`src/csic_pkg.sv`:
```
// ============================================================================
// csic_pkg
// Shared widths, register indexes, state codes and queue word types for the
// shard index compactor.
// ============================================================================
package csic_pkg;

    localparam int IN_W       = 32;
    localparam int IDX_W      = 31;
    localparam int IL_W       = 16;
    localparam int GS_W       = 9;
    localparam int RANK_W     = 8;
    localparam int SLOT_W     = 12;
    localparam int COUNT_W    = 13;
    localparam int CFG_ADDR_W = 2;
    localparam int CFG_DATA_W = 16;

    localparam int DEF_MAX_ROW_WIDTH = 4096;
    localparam int DEF_QUEUE_DEPTH   = 2;

    localparam logic [CFG_ADDR_W-1:0] CFG_OWNER_RANK = 2'd0;
    localparam logic [CFG_ADDR_W-1:0] CFG_GROUP_SIZE = 2'd1;
    localparam logic [CFG_ADDR_W-1:0] CFG_INTERLEAVE = 2'd2;

    localparam logic [RANK_W-1:0] RST_OWNER_RANK = 8'd0;
    localparam logic [GS_W-1:0]   RST_GROUP_SIZE = 9'd1;
    localparam logic [IL_W-1:0]   RST_INTERLEAVE = 16'd1;

    typedef enum logic [2:0] {
        FS_IDLE,
        FS_DIV_IL,
        FS_DIV_GS,
        FS_MUL,
        FS_SEND
    } t_front_state;

    typedef struct packed {
        logic             keep;
        logic             last;
        logic [IDX_W-1:0] local_index;
    } t_mid_word;

    typedef struct packed {
        logic               is_row_end;
        logic [SLOT_W-1:0]  slot;
        logic [IDX_W-1:0]   local_index;
        logic [COUNT_W-1:0] kept_count;
    } t_res_word;

endpackage

```
`src/csic_div.sv`:
```
// ============================================================================
// csic_div
// Radix-2 restoring divider, one quotient bit per cycle, shared by both
// divisions of the front end.
// ============================================================================
module csic_div (
    input  logic                      i_clk,
    input  logic                      i_rst_n,
    input  logic                      i_start,
    input  logic [csic_pkg::IDX_W-1:0] i_dividend,
    input  logic [csic_pkg::IL_W-1:0]  i_divisor,
    output logic                      o_done,
    output logic [csic_pkg::IDX_W-1:0] o_quo,
    output logic [csic_pkg::IL_W-1:0]  o_rem
);
    import csic_pkg::*;

    localparam int CNT_W = $clog2(IDX_W + 1);

    logic [IL_W-1:0]  r_rem, n_rem;
    logic [IDX_W-1:0] r_quo;
    logic [IL_W-1:0]  r_div;
    logic [CNT_W-1:0] r_cnt;
    logic             r_busy;
    logic             r_done;

    logic [IL_W:0] w_shift;
    logic [IL_W:0] w_sub;
    logic          w_ge;

    always_comb begin
        w_shift = {r_rem, r_quo[IDX_W-1]};
        w_ge    = w_shift >= {1'b0, r_div};
        w_sub   = w_shift - {1'b0, r_div};
        n_rem   = w_ge ? w_sub[IL_W-1:0] : w_shift[IL_W-1:0];
    end

    always_ff @(posedge i_clk) begin
        if (!i_rst_n) begin
            r_busy <= 1'b0;
            r_done <= 1'b0;
            r_cnt  <= '0;
        end else begin
            r_done <= 1'b0;
            if (i_start) begin
                r_busy <= 1'b1;
                r_cnt  <= CNT_W'(IDX_W);
            end else if (r_busy) begin
                r_cnt <= r_cnt - 1'b1;
                if (r_cnt == CNT_W'(1)) begin
                    r_busy <= 1'b0;
                    r_done <= 1'b1;
                end
            end
        end
    end

    always_ff @(posedge i_clk) begin
        if (i_start) begin
            r_rem <= '0;
            r_quo <= i_dividend;
            r_div <= i_divisor;
        end else if (r_busy) begin
            r_rem <= n_rem;
            r_quo <= {r_quo[IDX_W-2:0], w_ge};
        end
    end

    assign o_done = r_done;
    assign o_quo  = r_quo;
    assign o_rem  = r_rem;

endmodule

```
`src/csic_fifo.sv`:
```
// ============================================================================
// csic_fifo
// Small register queue with push/full and pop/empty sides.
// ============================================================================
module csic_fifo #(
    parameter int W     = 8,
    parameter int DEPTH = csic_pkg::DEF_QUEUE_DEPTH
) (
    input  logic         i_clk,
    input  logic         i_rst_n,
    input  logic         i_push,
    input  logic [W-1:0] i_data,
    output logic         o_full,
    input  logic         i_pop,
    output logic [W-1:0] o_data,
    output logic         o_empty
);
    localparam int PTR_W = (DEPTH > 1) ? $clog2(DEPTH) : 1;
    localparam int CNT_W = $clog2(DEPTH + 1);

    logic [W-1:0]     r_mem [DEPTH];
    logic [PTR_W-1:0] r_wr, r_rd;
    logic [CNT_W-1:0] r_cnt;
    logic             w_do_push, w_do_pop;

    assign o_full    = (r_cnt == CNT_W'(DEPTH));
    assign o_empty   = (r_cnt == '0);
    assign w_do_push = i_push && !o_full;
    assign w_do_pop  = i_pop && !o_empty;
    assign o_data    = r_mem[r_rd];

    function automatic logic [PTR_W-1:0] f_wrap(input logic [PTR_W-1:0] p);
        return (p == PTR_W'(DEPTH - 1)) ? '0 : p + 1'b1;
    endfunction

    always_ff @(posedge i_clk) begin
        if (!i_rst_n) begin
            r_wr  <= '0;
            r_rd  <= '0;
            r_cnt <= '0;
        end else begin
            if (w_do_push) r_wr <= f_wrap(r_wr);
            if (w_do_pop)  r_rd <= f_wrap(r_rd);
            if (w_do_push && !w_do_pop)      r_cnt <= r_cnt + 1'b1;
            else if (w_do_pop && !w_do_push) r_cnt <= r_cnt - 1'b1;
        end
    end

    always_ff @(posedge i_clk) begin
        if (w_do_push) r_mem[r_wr] <= i_data;
    end

endmodule

```
`src/csic_front.sv`:
```
// ============================================================================
// csic_front
// Accept one index, map a nonnegative one onto this shard through two
// divisions and one multiply, and hand a classified word to the middle queue.
// ============================================================================
module csic_front (
    input  logic                        i_clk,
    input  logic                        i_rst_n,
    input  logic                        i_push,
    input  logic [csic_pkg::IN_W-1:0]   i_global_index,
    input  logic                        i_last_in_row,
    output logic                        o_busy,
    input  logic [csic_pkg::RANK_W-1:0] i_owner_rank,
    input  logic [csic_pkg::GS_W-1:0]   i_group_size,
    input  logic [csic_pkg::IL_W-1:0]   i_interleave,
    output logic                        o_mid_push,
    output csic_pkg::t_mid_word         o_mid_word,
    input  logic                        i_mid_full
);
    import csic_pkg::*;

    t_front_state r_state, n_state;

    logic              r_last;
    logic              r_keep;
    logic [IL_W-1:0]   r_within;
    logic [IDX_W-1:0]  r_quo2;
    logic [IDX_W+IL_W-1:0] r_prod;

    logic              w_accept;
    logic              w_div_start;
    logic [IDX_W-1:0]  w_div_dividend;
    logic [IL_W-1:0]   w_div_divisor;
    logic              w_div_done;
    logic [IDX_W-1:0]  w_div_quo;
    logic [IL_W-1:0]   w_div_rem;

    assign w_accept = i_push && (r_state == FS_IDLE);

    csic_div u_div (
        .i_clk      (i_clk),
        .i_rst_n    (i_rst_n),
        .i_start    (w_div_start),
        .i_dividend (w_div_dividend),
        .i_divisor  (w_div_divisor),
        .o_done     (w_div_done),
        .o_quo      (w_div_quo),
        .o_rem      (w_div_rem)
    );

    // next state
    always_comb begin
        n_state = r_state;
        case (r_state)
            FS_IDLE: begin
                if (w_accept) n_state = i_global_index[IN_W-1] ? FS_SEND : FS_DIV_IL;
            end
            FS_DIV_IL: if (w_div_done) n_state = FS_DIV_GS;
            FS_DIV_GS: if (w_div_done) n_state = FS_MUL;
            FS_MUL:    n_state = FS_SEND;
            FS_SEND:   if (!i_mid_full) n_state = FS_IDLE;
            default:   n_state = FS_IDLE;
        endcase
    end

    // outputs
    always_comb begin
        w_div_start    = 1'b0;
        w_div_dividend = i_global_index[IDX_W-1:0];
        w_div_divisor  = i_interleave;
        o_mid_push     = 1'b0;
        o_busy         = 1'b1;
        case (r_state)
            FS_IDLE: begin
                o_busy      = 1'b0;
                w_div_start = w_accept && !i_global_index[IN_W-1];
            end
            FS_DIV_IL: begin
                w_div_start    = w_div_done;
                w_div_dividend = w_div_quo;
                w_div_divisor  = IL_W'(i_group_size);
            end
            FS_SEND: o_mid_push = 1'b1;
            default: ;
        endcase
    end

    always_ff @(posedge i_clk) begin
        if (!i_rst_n) r_state <= FS_IDLE;
        else          r_state <= n_state;
    end

    always_ff @(posedge i_clk) begin
        if (w_accept) begin
            r_last <= i_last_in_row;
            r_keep <= 1'b0;
        end
        if (r_state == FS_DIV_IL && w_div_done) r_within <= w_div_rem;
        if (r_state == FS_DIV_GS && w_div_done) begin
            r_quo2 <= w_div_quo;
            r_keep <= (w_div_rem == IL_W'(i_owner_rank));
        end
        if (r_state == FS_MUL) r_prod <= r_quo2 * i_interleave;
    end

    always_comb begin
        o_mid_word.keep        = r_keep;
        o_mid_word.last        = r_last;
        o_mid_word.local_index = r_prod[IDX_W-1:0] + IDX_W'(r_within);
    end

endmodule

```
`src/csic_back.sv`:
```
// ============================================================================
// csic_back
// Row slot counter: assign compacted slots, drop entries past the row limit
// and emit the row end marker.
// ============================================================================
module csic_back #(
    parameter int MAX_ROW_WIDTH = csic_pkg::DEF_MAX_ROW_WIDTH
) (
    input  logic                i_clk,
    input  logic                i_rst_n,
    input  logic                i_mid_empty,
    input  csic_pkg::t_mid_word i_mid_word,
    output logic                o_mid_pop,
    input  logic                i_res_full,
    output logic                o_res_push,
    output csic_pkg::t_res_word o_res_word
);
    import csic_pkg::*;

    localparam int CNT_W = $clog2(MAX_ROW_WIDTH + 1);

    logic [CNT_W-1:0] r_cnt, n_cnt;
    logic             r_kept_sent, n_kept_sent;
    logic [31:0]      w_cnt32;
    logic             w_room;
    logic             w_go;
    logic             w_push_kept;
    logic             w_push_end;

    assign w_cnt32 = 32'(r_cnt);
    assign w_room  = w_cnt32 < 32'(MAX_ROW_WIDTH);
    assign w_go    = !i_mid_empty && !i_res_full;

    always_comb begin
        n_cnt       = r_cnt;
        n_kept_sent = r_kept_sent;
        w_push_kept = 1'b0;
        w_push_end  = 1'b0;
        o_mid_pop   = 1'b0;
        if (w_go) begin
            if (!r_kept_sent && i_mid_word.keep && w_room) begin
                // kept entry first; hold the word if a marker still follows
                w_push_kept = 1'b1;
                n_cnt       = r_cnt + 1'b1;
                if (i_mid_word.last) n_kept_sent = 1'b1;
                else                 o_mid_pop   = 1'b1;
            end else if (i_mid_word.last) begin
                w_push_end  = 1'b1;
                n_cnt       = '0;
                n_kept_sent = 1'b0;
                o_mid_pop   = 1'b1;
            end else begin
                // dropped or negative entry: nothing to emit
                o_mid_pop = 1'b1;
            end
        end
    end

    always_ff @(posedge i_clk) begin
        if (!i_rst_n) begin
            r_cnt       <= '0;
            r_kept_sent <= 1'b0;
        end else begin
            r_cnt       <= n_cnt;
            r_kept_sent <= n_kept_sent;
        end
    end

    assign o_res_push = w_push_kept || w_push_end;

    always_comb begin
        o_res_word.is_row_end  = w_push_end;
        o_res_word.slot        = w_push_end ? '0 : w_cnt32[SLOT_W-1:0];
        o_res_word.local_index = w_push_end ? '0 : i_mid_word.local_index;
        o_res_word.kept_count  = w_push_end ? w_cnt32[COUNT_W-1:0]
                                            : COUNT_W'(w_cnt32 + 32'd1);
    end

    a_cnt_bound: assert property (@(posedge i_clk) disable iff (!i_rst_n)
        w_cnt32 <= 32'(MAX_ROW_WIDTH))
        else $error("row count above limit");

    a_end_clears: assert property (@(posedge i_clk) disable iff (!i_rst_n)
        w_push_end |=> (r_cnt == '0) && !r_kept_sent)
        else $error("row end did not clear count");

    a_kept_incr: assert property (@(posedge i_clk) disable iff (!i_rst_n)
        w_push_kept |=> (r_cnt == $past(r_cnt) + 1'b1))
        else $error("kept entry did not advance count");

    a_no_double: assert property (@(posedge i_clk) disable iff (!i_rst_n)
        (o_res_push && r_kept_sent) |-> w_push_end)
        else $error("second kept entry for one word");

endmodule

```
`src/context_shard_index_compactor_unit.sv`:
```
// ============================================================================
// context_shard_index_compactor_unit
// Maps a stream of global indices onto this shard and compacts kept entries.
// ============================================================================
// Usage:
//   Input side is a queue: drive i_global_index / i_last_in_row with push;
//   the word is taken on a clock edge with push high and full low.
//   Result side is a queue: while empty is low the oldest result sits on
//   o_is_row_end / o_slot / o_local_index / o_kept_count; pop takes it.
//   The user writes registers (owner rank, group size, interleave) through
//   i_cfg_we / i_cfg_addr / i_cfg_wdata only while the block is idle; the
//   block itself does not enforce this.
// Sequence:
//   A nonnegative index runs two 31-step divisions on the shared radix-2
//   divider, then one multiply and a hand-off; full stays high until the
//   hand-off is taken. A negative index skips straight to the hand-off. The
//   back end emits a kept entry and a row marker from one word as two results.
// Reset: synchronous, active low; clears both queues, the row count and the
//   front sequencer, and restores register defaults.
// Stall: a stalled receiver fills the result queue, then the middle queue,
//   then full holds off new words. Nothing is dropped.
// ============================================================================
module context_shard_index_compactor_unit #(
    parameter int MAX_ROW_WIDTH = csic_pkg::DEF_MAX_ROW_WIDTH
) (
    input  logic                            i_clk,
    input  logic                            i_rst_n,
    input  logic                            push,
    output logic                            full,
    input  logic [csic_pkg::IN_W-1:0]       i_global_index,
    input  logic                            i_last_in_row,
    output logic                            empty,
    input  logic                            pop,
    output logic                            o_is_row_end,
    output logic [csic_pkg::SLOT_W-1:0]     o_slot,
    output logic [csic_pkg::IDX_W-1:0]      o_local_index,
    output logic [csic_pkg::COUNT_W-1:0]    o_kept_count,
    input  logic                            i_cfg_we,
    input  logic [csic_pkg::CFG_ADDR_W-1:0] i_cfg_addr,
    input  logic [csic_pkg::CFG_DATA_W-1:0] i_cfg_wdata
);
    import csic_pkg::*;

    localparam int MID_W = $bits(t_mid_word);
    localparam int RES_W = $bits(t_res_word);

    // configuration registers
    logic [RANK_W-1:0] r_owner_rank;
    logic [GS_W-1:0]   r_group_size;
    logic [IL_W-1:0]   r_interleave;
    logic [GS_W-1:0]   w_gs_eff;
    logic [IL_W-1:0]   w_il_eff;

    always_ff @(posedge i_clk) begin
        if (!i_rst_n) begin
            r_owner_rank <= RST_OWNER_RANK;
            r_group_size <= RST_GROUP_SIZE;
            r_interleave <= RST_INTERLEAVE;
        end else if (i_cfg_we) begin
            case (i_cfg_addr)
                CFG_OWNER_RANK: r_owner_rank <= i_cfg_wdata[RANK_W-1:0];
                CFG_GROUP_SIZE: r_group_size <= i_cfg_wdata[GS_W-1:0];
                CFG_INTERLEAVE: r_interleave <= i_cfg_wdata[IL_W-1:0];
                default: ;  // drop writes to unused indexes
            endcase
        end
    end

    // a zero group size or interleave behaves as one
    assign w_gs_eff = (r_group_size == '0) ? GS_W'(1) : r_group_size;
    assign w_il_eff = (r_interleave == '0) ? IL_W'(1) : r_interleave;

    // front end
    logic       w_front_busy;
    logic       w_mid_push;
    t_mid_word  w_mid_in;
    logic       w_mid_full;

    assign full = w_front_busy;

    csic_front u_front (
        .i_clk          (i_clk),
        .i_rst_n        (i_rst_n),
        .i_push         (push),
        .i_global_index (i_global_index),
        .i_last_in_row  (i_last_in_row),
        .o_busy         (w_front_busy),
        .i_owner_rank   (r_owner_rank),
        .i_group_size   (w_gs_eff),
        .i_interleave   (w_il_eff),
        .o_mid_push     (w_mid_push),
        .o_mid_word     (w_mid_in),
        .i_mid_full     (w_mid_full)
    );

    // queue between front and back ends
    logic [MID_W-1:0] w_mid_bits;
    logic             w_mid_empty;
    logic             w_mid_pop;
    t_mid_word        w_mid_out;

    csic_fifo #(.W(MID_W), .DEPTH(DEF_QUEUE_DEPTH)) u_mid_q (
        .i_clk   (i_clk),
        .i_rst_n (i_rst_n),
        .i_push  (w_mid_push),
        .i_data  (w_mid_in),
        .o_full  (w_mid_full),
        .i_pop   (w_mid_pop),
        .o_data  (w_mid_bits),
        .o_empty (w_mid_empty)
    );

    assign w_mid_out = t_mid_word'(w_mid_bits);

    // back end: slot counter
    logic      w_res_push;
    logic      w_res_full;
    t_res_word w_res_in;

    csic_back #(.MAX_ROW_WIDTH(MAX_ROW_WIDTH)) u_back (
        .i_clk       (i_clk),
        .i_rst_n     (i_rst_n),
        .i_mid_empty (w_mid_empty),
        .i_mid_word  (w_mid_out),
        .o_mid_pop   (w_mid_pop),
        .i_res_full  (w_res_full),
        .o_res_push  (w_res_push),
        .o_res_word  (w_res_in)
    );

    // result queue parts the back end from the receiver
    logic [RES_W-1:0] w_res_bits;
    t_res_word        w_res_out;

    csic_fifo #(.W(RES_W), .DEPTH(DEF_QUEUE_DEPTH)) u_res_q (
        .i_clk   (i_clk),
        .i_rst_n (i_rst_n),
        .i_push  (w_res_push),
        .i_data  (w_res_in),
        .o_full  (w_res_full),
        .i_pop   (pop),
        .o_data  (w_res_bits),
        .o_empty (empty)
    );

    assign w_res_out     = t_res_word'(w_res_bits);
    assign o_is_row_end  = w_res_out.is_row_end;
    assign o_slot        = w_res_out.slot;
    assign o_local_index = w_res_out.local_index;
    assign o_kept_count  = w_res_out.kept_count;

endmodule
```
`config.mk`:
```
export PLATFORM = sky130hd
export DESIGN_NAME = context_shard_index_compactor_unit
export DESIGN_NICKNAME = d
export VERILOG_FILES = /design/src/csic_pkg.sv /design/src/csic_div.sv /design/src/csic_fifo.sv /design/src/csic_front.sv /design/src/csic_back.sv /design/src/context_shard_index_compactor_unit.sv
export SDC_FILE = /design/constraint.sdc
export NUM_CORES = 1
export LEC_CHECK = 0
export ABC_AREA = 1
export BUFFER_PORTS_ARGS = -buffer_cell sky130_fd_sc_hd__buf_2
export CAP_MARGIN = 15
export CORE_AREA = 2 2 288 290
export CTS_CLUSTER_DIAMETER = 40
export DETAILED_ROUTE_END_ITERATION = 12
export DIE_AREA = 0 0 290 292
export SLEW_MARGIN = 5
export SYNTH_ARGS = -nofsm -noshare
export SYNTH_HDL_FRONTEND = slang
export SYNTH_SLANG_ARGS = --single-unit
export TNS_END_PERCENT = 50
```
`constraint.sdc`:
```
create_clock -name i_clk -period 5.8 [get_ports i_clk]
set_clock_uncertainty 0.1 [all_clocks]
set_input_delay 0 -clock i_clk [delete_from_list [all_inputs] [get_ports i_clk]]
set_output_delay 0 -clock i_clk [all_outputs]
set_load 0.02 [all_outputs]
```
==> results.yml, run 1 <==
sta:
  maxSlewViolCount: 0
  hold_viol: 0
  max_freq_mhz: 177
  setup_viol: 0
  setup_ws_ns: 0.164
  period_share_pct: 97.2
  worstMarginPinSlew_ns: 0.888
  max_slew_margin_pct: 40.7
  fin_crit_ns: 5.64
  whs_ns: 0.0255
worst_hold_path:
  min_path_type: "in2reg"
critical_path:
  start_kind: "register"
  worstPathRequired_ns: 6.05
  criticalPathCategory: "reg2reg"
  cp_max_fo: 9
  crit_arrival_ns: 5.88
  endpoint_kind: "register"
yosys:
  synth_top_family_by_area: "adder cells"
  synth.distinct_cells: 56
  synth_xor_area_share_pct: 2.77
  synthCells: 3045
  synth-simple-area-share_pct: 15.0
  synth_mux_area_share_pct: 2.30
  synth_compound_gate_area_share_pct: 6.19
  synth_seq_cells: 390
  async_flop_share_pct: 0
  synth_nets: 3495
  synthesis.area_sq_um: 28400
  syn_area_per_cell_sq_um: 9.32
  ys_seq_area_share_pct: 38.4
  synth_fa_ha_area_share_pct: 25.1
  synth_edf_count: 307
  synth_warnings: 0
  synth_ff_type: "edfxtp_1"
die:
  rows: 105
  start_util_pct: 34.8
  die_w_microns: 290
  io_pins: 115
  core_sq_um: 81600
  die-area_sq_um: 84700
  die_y_microns: 292
power:
  pwr-share-seq_pct: 32.7
  switching_share_pct: 37.5
  leakage_nw: 15.5
  power.switching_w: 0.00474
  pwr-share-comb_pct: 41.1
  p_int_w: 0.00788
  max-vdd-ir-drop_v: 0.000223
  clockPowerShare_pct: 26.2
  p_per_area_nw_per_um2: 374
run_status:
  outcome: "finished clean"
final_layout:
  multi_input_area_sq_um: 14800
  drive_gt1_share_pct: 14.8
  num-fill-cells: 7907
  syn_to_final_growth_pct: 19.0
  diodes: 0
  layoutNonFillerInstCount: 4407
  nNetsFinal: 3743
  final_util_pct: 41.4
  regArea_sq_um: 10900
place:
  placed_cells: 4205
  io_buffers: 114
  gp_congestion: 0.882
  pre_cts_slack_ns: -0.170
  dpl.hpwl_mm: 50.3
flow_run:
  drv_cap: 0
routing:
  detail-route-antenna-nets: 0
  wire_per_inst_microns: 15.4
  drcViolationCount: 0
  drt_pass1_iterations: 7
  via_per_inst: 4.62
  drtIter0Drc: 1227
  vias: 20400
  routed_wl_mm: 67.8
clock_network:
  cts_root_buf: "clkbuf_16"
  cts_tree: "done"
  cts-buffers-inserted: 52
  clock_path_buffers: 3
  htree_levels: 2
  clock_latency_ns: 0.60
  cts_sinks: 390
  clkTransAtPathRegs_ns: 0.06
global_route:
  grtUsageTotal_pct: 16.0
  grt_pass1_vias: 20500
  grt_max_degree: 58
  grt_remaining_overflow: 0
  grt_first_pass_wirelength_mm: 109
  antenna_found_initial: 1
-- worst paths after layout --
kind | start | end | slack [ns] | cells after the start
setup / recovery | u_front.r_quo2[5] | u_front.r_prod[23] | 0.16 | 21
hold / removal | i_last_in_row | u_front.r_last | 0.03 | 2
setup reg to reg | u_front.r_quo2[5] | u_front.r_prod[23] | 0.16 | 21
hold reg to reg | u_front.u_div.o_quo[8] | u_front.r_quo2[8] | 0.35 | 0
-- layout by cell type, fill, tap and decap left out, types with 13 or more instances in the layout --
cell	count
a21oi_1	126
nand2_1	777
xnor2_1	28
dlygate4sd3_1	71
clkbuf_16	54
ha_1	94
o21ai_1	16
o21ai_0	88
nor2_1	127
nor2_2	20
buf_2	117
mux2_2	57
o211ai_1	14
buf_4	108
inv_1	616
edfxtp_1	307
a21o_1	13
fa_1	292
xor2_1	60
nand4_1	20
buf_12	20
nand3_1	52
nor3_1	13
dfxtp_1	76
-- Yosys cell counts, types with 6 or more instances --
cell	number	area, sq um
buf_2	25	125
buf_6	6	67.6
inv_2	9	33.8
clkinv_1	7	26.3
nand2_1	781	2930
mux2_2	57	642
nor2_2	11	68.8
fa_1	292	5850
nor3_2	6	60.1
nor3_1	15	75.1
edfxtp_1	307	9220
dfxtp_1	83	1660
xnor2_1	28	245
o21ai_2	6	52.6
clkbuf_1	84	315
o211ai_1	14	105
a21oi_1	133	666
xor2_1	60	526
o21ai_0	91	455
a21o_1	13	97.6
nand3_1	53	265
inv_1	616	2310
nor2_1	139	522
o21ai_1	14	70.1
nand4_1	20	125
buf_1	7	26.3
ha_1	102	1280
-- power groups by stage --
stage	Sequential [W]	Combinational, W	Clock, W
after floorplan	0.00410	0.00344	0
after global placement	0.00417	0.00491	0
after detailed placement	0.00419	0.00494	0
after CTS	0.00413	0.00501	0.00337
after global routing	0.00418	0.00586	0.00348
final	0.00413	0.00519	0.00330
-- state kept, by name (all words and copies together) (netlist names), 13 cells and up, named ones only --
| name | cells |
|---|---|
| u_res_q.r_mem | 114 |
| u_front.u_div.r_div | 16 |
| u_front.r_quo2 | 31 |
| u_mid_q.r_mem | 66 |
| u_front.u_div.o_quo | 31 |
| u_front.u_div.o_rem | 16 |
| u_front.r_prod | 31 |
| u_back.r_cnt | 13 |
| u_front.r_within | 16 |
| r_interleave | 16 |
-- through the flow --
stage / total power, W / TNS [ns] / cell area (sq um)
after CTS: 0.0125 / 0 / 33400
after detailed placement: 0.00913 / -0.813 / 30700
after floorplan: 0.00754 / 0 / 28400
final: 0.0126 / 0 / 33800
after global routing: 0.0135 / -0.0544 / 33800
after global placement: 0.00908 / -0.519 / 30700
-- logic make-up (layout without fill, tap and decap cells) --
logic type,count (synthesis),after routing
DFF,390,390
adders and majority gates,394,394
buffers and inverters,757,1049
AOI/OAI and AO/OA,308,308
muxes,58,58
xor gates and xnor gates,89,89
and+or+nand+nor,1049,1049
-- per-layer routing --
layer	vias to the layer above	global-route usage, %	part of all wire [%]
li1	9940	-	-
met1	9845	22.3	46
met2	477	25.9	46
met3	100	2.65	5.4
met4	0	3.95	2.4
met5	-	0	0
-- critical path, stage by stage (launching register included) --
cell      delay (ns)
edfxtp_1        0.47
buf_4           0.22
nand2_1         0.07
inv_1           0.04
fa_1            0.47
inv_1           0.05
fa_1            0.39
fa_1            0.54
inv_1           0.05
fa_1            0.52
fa_1            0.49
inv_1           0.05
fa_1            0.47
inv_1           0.04
ha_1            0.32
a21oi_1         0.21
o21ai_0         0.16
a21oi_2         0.19
o21ai_2         0.09
a21boi_2        0.20
o21bai_1        0.10
xor2_1          0.14
-- what timing repair did --
item / 4_1_cts / 5_1_grt
hold endpoints to repair: 85 / 0
buffers inserted: 6 / 25
endpoints found under the setup margin: 10 / 12
cloned: 0 / 2
gates resized for setup: 1 / 44
hold buffers: 71 / 0
pin swaps: 0 / 8
-- final cells by class --
| cell class | instances | share of cell area (%) |
|---|---|---|
| Timing Repair Buffer | 319 | 7.60 |
| Inverter | 632 | 7.03 |
| Multi-Input combinational cell | 1898 | 43.7 |
| Tap cell | 1070 | 3.97 |
| Clock buffer | 62 | 4.08 |
| Sequential cell | 390 | 32.3 |
| Clock inverter | 36 | 1.36 |
Power figures use the tool's default switching activity.
==> run 2, diff against run 1 <==
clock period = 5.19 ns   (was 5.8 ns; I/O delays follow)
==> results.yml, run 2 (same netlist as run 1, synthesis figures left out) <==
run_status:
  outcome: "complete, but fails checks"
  violations: "setup timing"
sta:
  setup_viol: 18
  rsz0062_at_grt: "yes"
  maxSlewViolCount: 0
  fin_crit_ns: 5.60
  setup_ws_ns: -0.406
  hold_viol: 0
  worstMarginPinSlew_ns: 1.04
  period_share_pct: 108
  max_freq_mhz: 179
  max_slew_margin_pct: 30.7
die:
  core_sq_um: 81600
  start_util_pct: 34.8
  die_w_microns: 290
  die_y_microns: 292
  io_pins: 115
  rows: 105
  die-area_sq_um: 84700
final_layout:
  regArea_sq_um: 10900
  layoutNonFillerInstCount: 4508
  drive_gt1_share_pct: 20.4
  largest_reg_flops: 114
  final_util_pct: 43.2
  final_common_cell: "nand2_1"
  layout_common_cells: "749 x nand2_1, 584 x inv_1, 307 x edfxtp_1"
  syn_to_final_growth_pct: 24.2
  design_area_sq_um: 35200
  diodes: 0
  num-fill-cells: 7786
  nNetsFinal: 3845
  multi_input_area_sq_um: 15200
  reg_top3: "u_res_q.r_mem x114, u_mid_q.r_mem x66"
  regMostFlops: "u_res_q.r_mem"
clock_network:
  htree_levels: 2
  cts_tree: "done"
  cts-buffers-inserted: 51
  clkTransAtPathRegs_ns: 0.06
  cts_sinks: 390
  cts_root_buf: "clkbuf_16"
  clock_latency_ns: 0.59
  clock_path_buffers: 3
place:
  io_buffers: 114
  placed_cells: 4299
  dpl.hpwl_mm: 51.9
  gp_congestion: 0.867
  place_area_sq_um: 31800
power:
  clockPowerShare_pct: 24.4
  pwr-share-comb_pct: 45.1
  pwr-share-seq_pct: 30.4
  power.total_w: 0.0152
  leakage_nw: 16.1
  switching_share_pct: 37.3
  p_per_area_nw_per_um2: 432
  power.switching_w: 0.00568
  max-vdd-ir-drop_v: 0.000260
  p_int_w: 0.00954
global_route:
  grt_remaining_overflow: 0
  grtUsageTotal_pct: 16.7
  grt_first_pass_wirelength_mm: 114
  grt_pass1_vias: 21300
  grt_max_degree: 59
  antenna_found_initial: 0
critical_path:
  start_kind: "register"
  cp_slowest_stage_delay_ns: 0.58
  crit_slowest_cell: "fa_1"
  cp_max_fo: 5
  crit_arrival_ns: 5.85
  worstPathRequired_ns: 5.44
  path_cells: "buf_4, nand2_1, fa_1, inv_1, fa_1, fa_1, fa_2, fa_1, inv_1, fa_1, inv_2, ha_4, a21oi_4, o21ai_2, buf_4, a21oi_2, nor2_1, a211oi_1, nand2_1, xor2_1"
  endpoint_kind: "register"
  criticalPathCategory: "reg2reg"
  critPathMostFrequentCell: "fa_1"
routing:
  via_per_inst: 4.63
  vias: 20900
  drtIter0Drc: 1274
  drt_pass1_iterations: 5
  detail-route-antenna-nets: 0
  routed_wl_mm: 70.3
  drcViolationCount: 0
  wire_per_inst_microns: 15.6
worst_hold_path:
  min_path_type: "in2reg"
flow_run:
  drv_cap: 0
run 2: path summary, 6_finish.rpt:
check                                        startpoint                  to  slack (ns)  cells past startpoint
worst max-delay path                  u_front.r_quo2[5]  u_front.r_prod[29]       -0.41                     20
worst min-delay path                      i_last_in_row      u_front.r_last        0.04                      2
worst max register to register        u_front.r_quo2[5]  u_front.r_prod[29]       -0.41                     20
worst min register to register  u_front.u_div.o_quo[26]  u_front.r_quo2[26]        0.35                      0
run 2: per-stage QoR:
stage	hold slack, ns	TNS [ns]	setup WS (ns)
after floorplan	-0.00113	-0.317	-0.111
after global placement	0.0783	-7.17	-0.527
after detailed placement	0.0795	-8.52	-0.598
after CTS	0.0142	-3.70	-0.310
after global routing	0.0167	-7.87	-0.548
final	0.0416	-4.58	-0.406
run 2: area by class of cell:
type | count | share of cell area, %
well taps | 1070 | 3.80
clock inverters | 38 | 1.37
repair buffers | 422 | 10.2
clock buffers | 58 | 3.81
multi-input cells | 1898 | 43.2
flip-flops and latches | 390 | 30.9
inverters | 632 | 6.75
run 2: power by group through the flow:
stage               sequential (W)  combinational (W)  clock [W]
floorplan                  0.00459            0.00413          0
global placement           0.00468            0.00614          0
detailed placement         0.00470            0.00617          0
CTS                        0.00464            0.00672    0.00380
global route               0.00470            0.00762    0.00392
finish                     0.00463            0.00687    0.00372
run 2: worst max-delay path: cells and delay by family (launching register included):
| kind | cells | cell delay, ns |
|---|---|---|
| XOR/XNOR | 1 | 0.14 |
| adder cells (fa/ha/maj) | 7 | 3.29 |
| AO/OA/AOI/OAI | 4 | 0.62 |
| buffers and inverters | 5 | 0.49 |
| AND/OR/NAND/NOR | 3 | 0.21 |
| flip-flops | 1 | 0.49 |
run 2: layer usage:
layer	share of wire, %	track usage [%]	vias up
met5	0	0	-
met4	2.2	3.99	0
met3	4.3	1.99	101
met2	48	28.3	450
met1	46	22.8	10200
li1	-	-	10100
run 2: repair_timing:
action                                 CTS  global route
hold buffers                            70             0
cloned                                   2             0
endpoints found under the hold margin   83             0
pin swaps                               58            49
buffers inserted                        32            11
gates resized for setup                113            46
setup endpoints to repair               20            21
==> run 3, diff against run 2 <==
CORE_AREA = 2 2 280 282   (was 2 2 288 290)
DIE_AREA = 0 0 282 284   (was 0 0 290 292)
==> results.yml, run 3 (same netlist as run 1, synthesis figures left out) <==
worst_hold_path:
  min_path_type: "in2reg"
place:
  gp_congestion: 0.875
  pre_cts_slack_ns: -0.544
  io_buffers: 114
  placed_cells: 4290
  dpl.hpwl_mm: 53.2
  place_area_sq_um: 32000
sta:
  setup_viol: 19
  maxSlewViolCount: 0
  setup_ws_ns: -0.402
  max_freq_mhz: 179
  whs_ns: 0.0204
  worstMarginPinSlew_ns: 1.10
  rsz0062_at_grt: "yes"
  hold_viol: 0
  max_slew_margin_pct: 26.3
  fin_crit_ns: 5.59
  period_share_pct: 108
critical_path:
  r2r_slack_ns: -0.40
  criticalPathCategory: "reg2reg"
  r2r_cells: 23
  cp_slowest_stage_delay_ns: 0.54
  worstPathRequired_ns: 5.44
  endpoint_kind: "register"
  r2r-start: "u_front.r_quo2[16]"
  crit_start: "u_front.r_quo2[16]"
  cp-endpoint: "u_front.r_prod[30]"
  crit_slowest_cell: "fa_1"
  path_cells: "buf_6, nand2_1, inv_1, fa_1, inv_1, fa_1, inv_1, fa_1, inv_1, fa_1, inv_1, fa_1, inv_1, fa_1, inv_2, ha_4, a21o_1, a31oi_1, a21boi_2, o21ai_1, a21o_1, nand3_1, nand2_1"
  crit_arrival_ns: 5.84
  r2r-end: "u_front.r_prod[30]"
  start_kind: "register"
  cp_max_fo: 4
clock_network:
  clkTransAtPathRegs_ns: 0.06
  cts_tree: "done"
  htree_levels: 2
  cts_sinks: 390
  clock_path_buffers: 3
  cts_root_buf: "clkbuf_16"
  clock_latency_ns: 0.63
  cts-buffers-inserted: 52
die:
  die_y_microns: 284
  rows: 102
  io_pins: 115
  die_w_microns: 282
  die-area_sq_um: 80100
  core_sq_um: 77000
  start_util_pct: 36.9
global_route:
  grt_first_pass_wirelength_mm: 114
  grt_remaining_overflow: 0
  grt_max_degree: 59
  antenna_found_initial: 1
  grt_pass1_vias: 21600
  grtUsageTotal_pct: 18.0
routing:
  routed.top_layer: "met5"
  wire_per_inst_microns: 15.9
  wl_met3_mm: 3.76
  detail-route-antenna-nets: 0
  routed_wl_mm: 71.3
  via_per_inst: 4.66
  drtIter0Drc: 1274
  drt_pass1_iterations: 5
  drcViolationCount: 0
  route.met2.wl_mm: 34.2
  wl_met1_mm: 31.2
  vias: 20900
run_status:
  outcome: "complete, but fails checks"
  violations: "setup timing"
final_layout:
  nNetsFinal: 3850
  final_common_cell: "nand2_1"
  regMostFlops: "u_res_q.r_mem"
  reg_top3: "u_res_q.r_mem x114, u_mid_q.r_mem x66"
  design_area_sq_um: 35200
  syn_to_final_growth_pct: 24.1
  largest_reg_flops: 114
  diodes: 0
  drive_gt1_share_pct: 19.7
  layoutNonFillerInstCount: 4483
  layout_common_cells: "761 x nand2_1, 597 x inv_1, 307 x edfxtp_1"
power:
  max-vdd-ir-drop_v: 0.000317
  clockPowerShare_pct: 24.4
  switching_share_pct: 37.7
  pwr-share-comb_pct: 45.1
  p_int_w: 0.00946
  leakage_nw: 16.1
  p_per_area_nw_per_um2: 431
  power.switching_w: 0.00572
  pwr-share-seq_pct: 30.6
flow_run:
  drv_cap: 0
## run 3: cell count changes in the layout (fill, tap and decap cells not counted), sizes merged
cell,change
clkinvlp,+4
inv,+4
buf,-1
dlygate4sd3,+5
clkinv,-5
bufinv,-2
## run 3: worst max-delay path: cells and delay by family (launching register included)
kind / cells / cell delay (ns)
AOI/OAI and AO/OA: 5 / 0.68
adders and majority gates: 7 / 3.27
buffers and inverters: 8 / 0.59
DFF: 1 / 0.48
and+or+nand+nor: 3 / 0.19
## run 3: worst min path at each step
stage,start,endpoint,slack (ns),depth (start not counted)
after floorplan,i_last_in_row,u_front.r_last,-0.001,0
final,i_last_in_row,u_front.r_last,0.02,2
after detailed placement,i_last_in_row,u_front.r_last,0.08,1
after CTS,i_last_in_row,u_front.r_last,0.004,2
after global routing,i_last_in_row,u_front.r_last,0.03,2
after global placement,i_last_in_row,u_front.r_last,0.08,1
## run 3: cell type report
class | instances | area, sq um
fillers | 7189 | 41800
well taps | 1040 | 1300
inverters | 632 | 2370
clock buffers | 58 | 1350
flip-flops and latches | 390 | 10900
clock inverters | 39 | 478
multi-input cells | 1898 | 15200
repair buffers | 426 | 3600
## run 3: stage by stage
stage | setup TNS [ns] | total power [W] | util, %
global route | -8.74 | 0.0162 | 45.7
finish | -4.97 | 0.0152 | 45.7
CTS | -4.64 | 0.0151 | 45.5
detailed placement | -5.92 | 0.0110 | 41.5
global placement | -4.77 | 0.0109 | 41.5
floorplan | -0.317 | 0.00872 | -
## run 3: per-layer routing
metal	up-vias	track usage [%]
li1	10200	-
met5	-	0
met4	2	5.81
met2	504	30.2
met3	144	3.02
met1	10100	23.7
## run 3: power by group through the flow
stage | combinational, W | clock [W] | sequential [W]
final | 0.00684 | 0.00370 | 0.00464
after global routing | 0.00758 | 0.00389 | 0.00471
after CTS | 0.00672 | 0.00377 | 0.00464
after detailed placement | 0.00630 | 0 | 0.00470
after global placement | 0.00624 | 0 | 0.00468
after floorplan | 0.00413 | 0 | 0.00459
## run 3: timing repair
item                                    4_1_cts  5_1_grt
resized for setup                            97       33
pin swaps                                    35       22
hold buffers                                 75        0
endpoints found under the setup margin       20       20
cloned                                        2        0
hold endpoints to repair                     85        0
setup buffers                                14        5
